===== src/pcd_pkg.sv =====
// Package for the PDM-to-PCM CIC decimator: shared types, constants and the
// per-byte integrator contribution function. No dependencies.
`default_nettype none

package pcd_pkg;

  // Depth of the queue between the integrator front and the filter back.
  localparam int FifoDepth = 4;
  localparam int FifoAw = $clog2(FifoDepth);

  // Shift amounts of the filter chain.
  localparam int HpShift = 10;
  localparam int LpShift = 2;
  localparam int OutShift = 6;

  localparam logic signed [31:0] PcmMax = 32'sd32767;
  localparam logic signed [31:0] PcmMin = -32'sd32768;

  // Register indexes on the configuration port.
  localparam logic RegDecimation = 1'b0;
  localparam logic RegSampleLimit = 1'b1;

  // Contributions of one PDM byte to the three integrators.
  typedef struct packed {
    logic signed [4:0] t1;
    logic signed [6:0] t2;
    logic signed [7:0] t3;
  } pcd_terms_t;

  typedef struct packed {
    logic full;
    logic empty;
  } pcd_fifo_stat_t;

  // Bit 0 is the oldest bit and stays in all eight integration steps.
  function automatic pcd_terms_t byte_terms(input logic [7:0] b);
    pcd_terms_t r;
    int s1;
    int s2;
    int s3;
    int n;
    int tri_sum;
    s1 = 0;
    s2 = 0;
    s3 = 0;
    for (int k = 0; k < 8; k++) begin
      n = 8 - k;
      tri_sum = (n * (n + 1)) / 2;
      if (b[k]) begin
        s1 = s1 + 1;
        s2 = s2 + n;
        s3 = s3 + tri_sum;
      end else begin
        s1 = s1 - 1;
        s2 = s2 - n;
        s3 = s3 - tri_sum;
      end
    end
    r.t1 = 5'(s1);
    r.t2 = 7'(s2);
    r.t3 = 8'(s3);
    return r;
  endfunction

endpackage

`default_nettype wire


===== src/pdm_cic_decimator_top.sv =====
// Top level of the PDM-to-PCM third-order CIC decimator: APB register file,
// integrator front, queue and filter back. Uses pcd_pkg, pcd_front, pcd_fifo, pcd_back.
`default_nettype none

// Each transfer on the slave stream carries one byte of PDM bits, bit 0 the
// oldest, a set bit counting +1 and a clear bit -1. The block takes one byte
// every clock cycle while s_tready is high: the front advances three 32-bit
// wrapping integrators by all eight bits at once, and every decimation_bytes
// bytes it hands the third integrator to a four-entry queue. While the
// output register can load, the back takes one queue entry per cycle through
// three registered comb stages, a DC-blocking high-pass (y = x - x1 + y1 -
// (y1 >>> 10)), a quarter-weight exponential low-pass, a shift right by 6
// and saturation to a signed 16-bit PCM sample. The combs, high-pass,
// low-pass and output are each registered. The output register frees the
// input side: s_tready drops only when the queue fills, which happens only
// while the master side holds off. Once sample_limit samples have gone out,
// the combs keep tracking the input but no further samples appear and the
// high-pass and low-pass state freezes. Registers: decimation_bytes at byte
// address 0 (7 bits, reset 4, zero behaves as one) and sample_limit at byte
// address 4 (16 bits, reset 31500). Write them only while the block is idle.
module pdm_cic_decimator_top (
  input  wire logic        clk,
  input  wire logic        rst,
  input  wire logic        s_tvalid,
  output logic             s_tready,
  input  wire logic [7:0]  s_tdata,   // [7:0] pdm_byte
  output logic             m_tvalid,
  input  wire logic        m_tready,
  output logic [15:0]      m_tdata,   // [15:0] pcm_sample
  input  wire logic        psel,
  input  wire logic        penable,
  input  wire logic        pwrite,
  input  wire logic [2:0]  paddr,
  input  wire logic [31:0] pwdata,
  output logic [31:0]      prdata,
  output logic             pready
);

  logic [6:0]  decimation_bytes;
  logic [15:0] sample_limit;
  logic        reg_write;
  logic        reg_index;
  logic        push;
  logic        pop;
  logic [31:0] push_data;
  logic [31:0] pop_data;
  pcd_pkg::pcd_fifo_stat_t stat;

  // Configuration port: no wait states; the register index is address bit 2.
  assign pready = 1'b1;
  assign reg_write = psel && penable && pwrite && pready;
  assign reg_index = paddr[2];

  always_ff @(posedge clk) begin
    if (rst) begin
      decimation_bytes <= 7'd4;
      sample_limit <= 16'd31500;
    end else if (reg_write) begin
      case (reg_index)
        pcd_pkg::RegDecimation:  decimation_bytes <= pwdata[6:0];
        pcd_pkg::RegSampleLimit: sample_limit <= pwdata[15:0];
        default: ;
      endcase
    end
  end

  always_comb begin
    case (reg_index)
      pcd_pkg::RegDecimation:  prdata = {25'd0, decimation_bytes};
      pcd_pkg::RegSampleLimit: prdata = {16'd0, sample_limit};
      default:                 prdata = '0;
    endcase
  end

  pcd_front u_front (
    .clk              (clk),
    .rst              (rst),
    .s_tvalid         (s_tvalid),
    .s_tready         (s_tready),
    .s_tdata          (s_tdata),
    .decimation_bytes (decimation_bytes),
    .stat             (stat),
    .push             (push),
    .push_data        (push_data)
  );

  pcd_fifo u_fifo (
    .clk       (clk),
    .rst       (rst),
    .push      (push),
    .push_data (push_data),
    .pop       (pop),
    .pop_data  (pop_data),
    .stat      (stat)
  );

  pcd_back u_back (
    .clk          (clk),
    .rst          (rst),
    .stat         (stat),
    .pop          (pop),
    .pop_data     (pop_data),
    .sample_limit (sample_limit),
    .m_tvalid     (m_tvalid),
    .m_tready     (m_tready),
    .m_tdata      (m_tdata)
  );

endmodule

`default_nettype wire


===== src/pcd_front.sv =====
// Integrator front of the decimator: accepts PDM bytes, runs the three
// integrators and pushes the third integrator at each decimation point. Uses pcd_pkg.
`default_nettype none

module pcd_front (
  input  wire logic                   clk,
  input  wire logic                   rst,
  input  wire logic                   s_tvalid,
  output logic                        s_tready,
  input  wire logic [7:0]             s_tdata,    // [7:0] pdm_byte
  input  wire logic [6:0]             decimation_bytes,
  input  wire pcd_pkg::pcd_fifo_stat_t stat,
  output logic                        push,
  output logic [31:0]                 push_data
);

  logic [31:0] integ_one;
  logic [31:0] integ_two;
  logic [31:0] integ_three;
  logic [31:0] integ_one_next;
  logic [31:0] integ_two_next;
  logic [31:0] integ_three_next;
  logic [6:0]  byte_counter;
  logic [6:0]  byte_counter_next;
  logic        accept;
  logic        fire;
  pcd_pkg::pcd_terms_t terms;

  assign s_tready = !stat.full;
  assign accept = s_tvalid && s_tready;
  assign terms = pcd_pkg::byte_terms(s_tdata);

  // All three updates use the integrator values from before this byte.
  always_comb begin
    integ_three_next = integ_three + (integ_two << 3) + (integ_one << 5) + (integ_one << 2)
                       + {{24{terms.t3[7]}}, terms.t3};
    integ_two_next = integ_two + (integ_one << 3) + {{25{terms.t2[6]}}, terms.t2};
    integ_one_next = integ_one + {{27{terms.t1[4]}}, terms.t1};
    byte_counter_next = byte_counter + 7'd1;
  end

  // A zero ratio compares true on every byte, as a ratio of one does.
  assign fire = byte_counter_next >= decimation_bytes;
  assign push = accept && fire;
  assign push_data = integ_three_next;

  always_ff @(posedge clk) begin
    if (rst) begin
      integ_one <= '0;
      integ_two <= '0;
      integ_three <= '0;
      byte_counter <= '0;
    end else if (accept) begin
      integ_one <= integ_one_next;
      integ_two <= integ_two_next;
      integ_three <= integ_three_next;
      byte_counter <= fire ? 7'd0 : byte_counter_next;
    end
  end

  a_counter_restart: assert property (@(posedge clk) disable iff (rst)
    (accept && fire) |=> (byte_counter == 7'd0))
    else $error("byte counter did not restart after a decimation point");

endmodule

`default_nettype wire


===== src/pcd_fifo.sv =====
// Short queue of integrator snapshots between the front and the filter back.
// Flop storage, one read address. Uses pcd_pkg.
`default_nettype none

module pcd_fifo (
  input  wire logic                    clk,
  input  wire logic                    rst,
  input  wire logic                    push,
  input  wire logic [31:0]             push_data,
  input  wire logic                    pop,
  output logic [31:0]                  pop_data,
  output pcd_pkg::pcd_fifo_stat_t      stat
);

  logic [31:0]                  mem [pcd_pkg::FifoDepth];
  logic [pcd_pkg::FifoAw-1:0]   wr_ptr;
  logic [pcd_pkg::FifoAw-1:0]   rd_ptr;
  logic [pcd_pkg::FifoAw:0]     count;

  assign pop_data = mem[rd_ptr];
  assign stat.full = count == (pcd_pkg::FifoAw + 1)'(pcd_pkg::FifoDepth);
  assign stat.empty = count == '0;

  always_ff @(posedge clk) begin
    if (push) begin
      mem[wr_ptr] <= push_data;
    end
  end

  always_ff @(posedge clk) begin
    if (rst) begin
      wr_ptr <= '0;
      rd_ptr <= '0;
      count <= '0;
    end else begin
      if (push) begin
        wr_ptr <= wr_ptr + 1'b1;
      end
      if (pop) begin
        rd_ptr <= rd_ptr + 1'b1;
      end
      if (push && !pop) begin
        count <= count + 1'b1;
      end else if (pop && !push) begin
        count <= count - 1'b1;
      end
    end
  end

  a_no_overflow: assert property (@(posedge clk) disable iff (rst)
    !(push && stat.full))
    else $error("push into a full queue");

  a_no_underflow: assert property (@(posedge clk) disable iff (rst)
    !(pop && stat.empty))
    else $error("pop from an empty queue");

endmodule

`default_nettype wire


===== src/pcd_back.sv =====
// Filter back of the decimator: three comb stages, DC-blocking high-pass,
// exponential low-pass, scaling and saturation into an output register. Uses pcd_pkg.
`default_nettype none

module pcd_back (
  input  wire logic                    clk,
  input  wire logic                    rst,
  input  wire pcd_pkg::pcd_fifo_stat_t stat,
  output logic                         pop,
  input  wire logic [31:0]             pop_data,
  input  wire logic [15:0]             sample_limit,
  output logic                         m_tvalid,
  input  wire logic                    m_tready,
  output logic [15:0]                  m_tdata     // [15:0] pcm_sample
);

  logic        en;
  logic        v1;
  logic        v2;
  logic        v3;
  logic        v4;
  logic        v5;
  logic [31:0] c1;
  logic [31:0] c2;
  logic [31:0] c3;
  logic [31:0] comb_delay_one;
  logic [31:0] comb_delay_two;
  logic [31:0] comb_delay_three;
  logic signed [31:0] highpass_prev_in;
  logic signed [31:0] highpass_prev_out;
  logic signed [31:0] lowpass_acc;
  logic signed [31:0] hp_y;
  logic signed [31:0] lp_diff;
  logic signed [31:0] scaled;
  logic [15:0] sat_value;
  logic [15:0] samples_emitted;
  logic        emit;

  // The whole chain moves together whenever the output register can load.
  assign en = !m_tvalid || m_tready;
  assign pop = en && !stat.empty;
  assign emit = v3 && (samples_emitted < sample_limit);

  always_comb begin
    hp_y = $signed(c3) - highpass_prev_in + highpass_prev_out
           - (highpass_prev_out >>> pcd_pkg::HpShift);
    lp_diff = highpass_prev_out - lowpass_acc;
    scaled = lowpass_acc >>> pcd_pkg::OutShift;
    if (scaled > pcd_pkg::PcmMax) begin
      sat_value = pcd_pkg::PcmMax[15:0];
    end else if (scaled < pcd_pkg::PcmMin) begin
      sat_value = pcd_pkg::PcmMin[15:0];
    end else begin
      sat_value = scaled[15:0];
    end
  end

  always_ff @(posedge clk) begin
    if (rst) begin
      v1 <= 1'b0;
      v2 <= 1'b0;
      v3 <= 1'b0;
      v4 <= 1'b0;
      v5 <= 1'b0;
      m_tvalid <= 1'b0;
      comb_delay_one <= '0;
      comb_delay_two <= '0;
      comb_delay_three <= '0;
      highpass_prev_in <= '0;
      highpass_prev_out <= '0;
      lowpass_acc <= '0;
      samples_emitted <= '0;
    end else if (en) begin
      v1 <= pop;
      v2 <= v1;
      v3 <= v2;
      v4 <= emit;
      v5 <= v4;
      m_tvalid <= v5;
      if (pop) begin
        comb_delay_one <= pop_data;
      end
      if (v1) begin
        comb_delay_two <= c1;
      end
      if (v2) begin
        comb_delay_three <= c2;
      end
      if (emit) begin
        highpass_prev_in <= $signed(c3);
        highpass_prev_out <= hp_y;
        samples_emitted <= samples_emitted + 16'd1;
      end
      if (v4) begin
        lowpass_acc <= lowpass_acc + (lp_diff >>> pcd_pkg::LpShift);
      end
    end
  end

  always_ff @(posedge clk) begin
    if (en) begin
      c1 <= pop_data - comb_delay_one;
      c2 <= c1 - comb_delay_two;
      c3 <= c2 - comb_delay_three;
      m_tdata <= sat_value;
    end
  end

  a_hold_on_stall: assert property (@(posedge clk) disable iff (rst)
    !en |=> ($stable(highpass_prev_out) && $stable(lowpass_acc) && $stable(samples_emitted)))
    else $error("filter state moved while the output was stalled");

  a_emit_marks: assert property (@(posedge clk) disable iff (rst)
    (en && emit) |=> (v4 && samples_emitted == $past(samples_emitted) + 16'd1))
    else $error("emitted sample not tracked");

  a_limit_blocks: assert property (@(posedge clk) disable iff (rst)
    (en && v3 && !emit) |=> !v4)
    else $error("sample passed the limit");

endmodule

`default_nettype wire

===== config.mk =====
export PLATFORM = sky130hd
export DESIGN_NAME = pdm_cic_decimator_top
export DESIGN_NICKNAME = d
export VERILOG_FILES = /design/src/pcd_pkg.sv /design/src/pdm_cic_decimator_top.sv /design/src/pcd_front.sv /design/src/pcd_fifo.sv /design/src/pcd_back.sv
export SDC_FILE = /design/constraint.sdc
export NUM_CORES = 2
export LEC_CHECK = 0
export ABC_AREA = 0
export BUFFER_PORTS_ARGS = -buffer_cell sky130_fd_sc_hd__clkbuf_2
export CAP_MARGIN = 0
export CORE_ASPECT_RATIO = 1.25
export CORE_MARGIN = 4
export CORE_UTILIZATION = 40
export CTS_CLUSTER_SIZE = 16
export DETAILED_ROUTE_END_ITERATION = 7
export PLACE_DENSITY = 0.58
export SLEW_MARGIN = 25
export SYNTH_ARGS = -nofsm -noshare
export SYNTH_HDL_FRONTEND = slang
export SYNTH_SLANG_ARGS = --single-unit

===== constraint.sdc =====
create_clock -name clk -period 24.9 [get_ports clk]
set_clock_uncertainty 0.2 [all_clocks]
set_input_delay 1.245 -clock clk [delete_from_list [all_inputs] [get_ports clk]]
set_output_delay 1.245 -clock clk [all_outputs]
set_load 0.03 [all_outputs]

==> flow_summary.toml <==
[floorplan]
core_um2 = 99100
dieHeight_um = 362
std_cell_rows = 129
pin_count = 101
start_util_pct = 40.4
die_x_um = 291
die_area_um2 = 105000

[synthesis]
synthCells = 4358
synth_mux_area_share_pct = 2.22
synth_flop_cell = "dfxtp_1"
async_flop_share_pct = 0
syn-cell-area_um2 = 40000
synthAdderAreaFrac_pct = 21.2
seq_area_frac_synth_pct = 34.3
synth_edf_count = 233
postSynthAreaPerCell_um2 = 9.18
synthSimpleGateAreaFrac_pct = 13.1
synth-compound-area-share_pct = 16.2
yosysUniqueCellTypes = 82
synth-seq-cells = 570
synth_xor_area_share_pct = 6.89
synth_top_family_by_area = "adder cells"
yosys_warnings = 0

[worst_setup_path]
end_kind = "flop"
cp-start-kind = "primary input"
critPathMaxFanout = 22
max_stage_delay_ns = 0.62
cp_data_arrival_time_ns = 10.68
crit_type = "primary input to flop"
critPathRequiredTime_ns = 25.00
cp_common_cell = "ha_1"
slowest_stage = "fa_1"
reg2reg_slack_ns = 18.67

[grt]
grt_pass1_vias = 28444
grt_pass1_wl_um = 136000
track_usage_pct = 15.1
antenna_found_initial = 0
gr-total-overflow = 0
grt_max_degree = 143

[timing]
min_period_ns = 10.58
setup_viol = 0
finalSetupTns_ns = 0
slew_violations = 0
rsz0062_at_grt = "no"
period_share_pct = 42.5
max_freq_ghz = 0.0945
slew_headroom_pct = 32.4
worst_pin_slew_ns = 1.01
hold_viol = 0

[placed_design]
dp_hpwl_um = 60200
gp_congestion = 0.832
portBuffers = 65

[detailed_routing]
drt-total-wl_um = 80500
drt_iter0_drc = 1108
drc_errors = 0
avgViaCountPerCell = 5.00
num_vias = 28782
antenna_left = 0
wire_per_inst_um = 14.0
drtPass1Iterations = 5

[clock_tree]
post_cts_resized = 0
cts_buffers = 68
root_buffer = "clkbuf_16"
cts_tree = "done"
clkSlewWorstSetupHoldPaths_ns = 0.05
postCtsHoldBufs = 0
clk-insertion-delay-late_ns = 0.60
cts_num_sinks = 570
htree_levels = 3
clk_path_buf_depth = 3
post_cts_buffers = 0

[job]
cap_violations = 0

[final_layout]
layout_commonest_cell = "nand2_1"
antenna_cells = 0
layout-drive-gt1-share_pct = 6.15
n_fill_cell = 9752
final_cell_mix = "nand2_1, a21oi_1, inv_1"
fin_nets = 5015
area_delta_synth_final_pct = 10.1

[run_status]
status = "finished, final reports clean"

[min_path]
hold_path_class = "flop to flop"
Yosys cell counts (8+ instances only):
| library cell | count | share of area, % |
|---|---|---|
| a211oi_1 | 28 | 0.53 |
| o31ai_1 | 12 | 0.23 |
| and3_1 | 27 | 0.42 |
| nor2_1 | 247 | 2.3 |
| fa_1 | 183 | 9.2 |
| ha_1 | 385 | 12 |
| mux4_2 | 31 | 1.7 |
| nand3_1 | 54 | 0.68 |
| dfxtp_1 | 337 | 17 |
| or3_1 | 27 | 0.42 |
| o21bai_1 | 39 | 0.73 |
| buf_4 | 17 | 0.32 |
| and2_1 | 15 | 0.23 |
| a21oi_1 | 485 | 6.1 |
| nor3_1 | 47 | 0.59 |
| a21o_1 | 145 | 2.7 |
| a31oi_1 | 17 | 0.27 |
| nor2b_1 | 44 | 0.69 |
| xor2_1 | 92 | 2.0 |
| o21ai_0 | 123 | 1.5 |
| a31o_2 | 12 | 0.26 |
| nor4_1 | 13 | 0.20 |
| nand3b_1 | 8 | 0.15 |
| nand4_1 | 22 | 0.34 |
| clkbuf_1 | 102 | 0.96 |
| o211ai_1 | 20 | 0.38 |
| inv_1 | 478 | 4.5 |
| mux2i_1 | 11 | 0.28 |
| edfxtp_1 | 233 | 17 |
| xnor2_1 | 220 | 4.8 |
| a211o_1 | 10 | 0.22 |
| nand2b_1 | 45 | 0.70 |
| o21a_1 | 75 | 1.4 |
| nand2_1 | 611 | 5.7 |
| buf_1 | 19 | 0.18 |
worst max-delay path: cells and delay by family:
kind | cells | cell delay (ns)
AOI/OAI and AO/OA | 12 | 2.76
buffers and inverters | 6 | 0.85
xor gates and xnor gates | 5 | 1.00
and+or+nand+nor | 6 | 0.88
adders and majority gates | 10 | 3.95
area by class of cell:
| class | instances | area [um2] | share of cell area [%] |
|---|---|---|---|
| multi-input cells | 3184 | 24000 | 54.5 |
| flip-flops and latches | 570 | 13700 | 31.2 |
| clock inverters | 37 | 472 | 1.07 |
| clock buffers | 88 | 1860 | 4.22 |
| repair buffers | 92 | 538 | 1.22 |
| inverters | 481 | 1810 | 4.11 |
| well taps | 1310 | 1640 | 3.72 |
through the flow:
step                      util [%]  cells  instance area [um2]  worst slack (ns)  hold WS [ns]
after global routing          44.4   5762                44000             13.54         0.265
after detailed placement      42.1   5637                41700             13.68         0.245
after global placement        42.1   5637                41700             13.76         0.240
after floorplan                  -   4376                40100             14.70         0.232
final                         44.4   5762                44000             14.32         0.249
after CTS                     44.4   5762                44000             14.29         0.251
worst paths after layout:
path / start / to / depth (start not counted)
worst max register to register: u_back.lowpass_acc[2]$_SDFFE_PP0P_ / u_back.lowpass_acc[31]$_SDFFE_PP0P_ / 24
worst max-delay path: s_tdata[2] / u_fifo.mem[0][27]$_DFFE_PP_ / 39
worst min-delay path: u_front.integ_two[20]$_SDFFE_PP0P_ / u_front.integ_two[20]$_SDFFE_PP0P_ / 2
worst min register to register: u_front.integ_two[20]$_SDFFE_PP0P_ / u_front.integ_two[20]$_SDFFE_PP0P_ / 2
flip-flops by register name, indices dropped and copies added, names as in the netlist, 7 cells and up, named ones only:
name,count
u_front.integ_one,29
u_back.m_tdata,16
u_fifo.mem,124
u_back.c3,31
sample_limit,16
u_back.c1,31
u_back.highpass_prev_in,31
decimation_bytes,7
u_front.byte_counter,7
u_back.comb_delay_two,31
u_back.comb_delay_three,31
u_back.highpass_prev_out,32
u_front.integ_two,28
u_back.lowpass_acc,32
u_back.samples_emitted,16
u_back.c2,31
u_back.comb_delay_one,31
u_front.integ_three,31
logic make-up after synthesis:
logic type,after synthesis
simple gates,1188
compound gates,1046
buf+inv,622
flops,570
fa+ha+maj,568
xor+xnor,313
mux,49
other cells,2
layer usage:
metal / GRT usage, % / wire length (um) / share of wire (%)
met3: 1.77 / 1670 / 2.1
met5: 0 / 0 / 0
met4: 4.25 / 1800 / 2.2
met2: 29.2 / 42600 / 53
met1: 17.5 / 34500 / 43
Power is not shown: default switching activity piles up to over one toggle a cycle in this logic, so the estimate is an artifact.
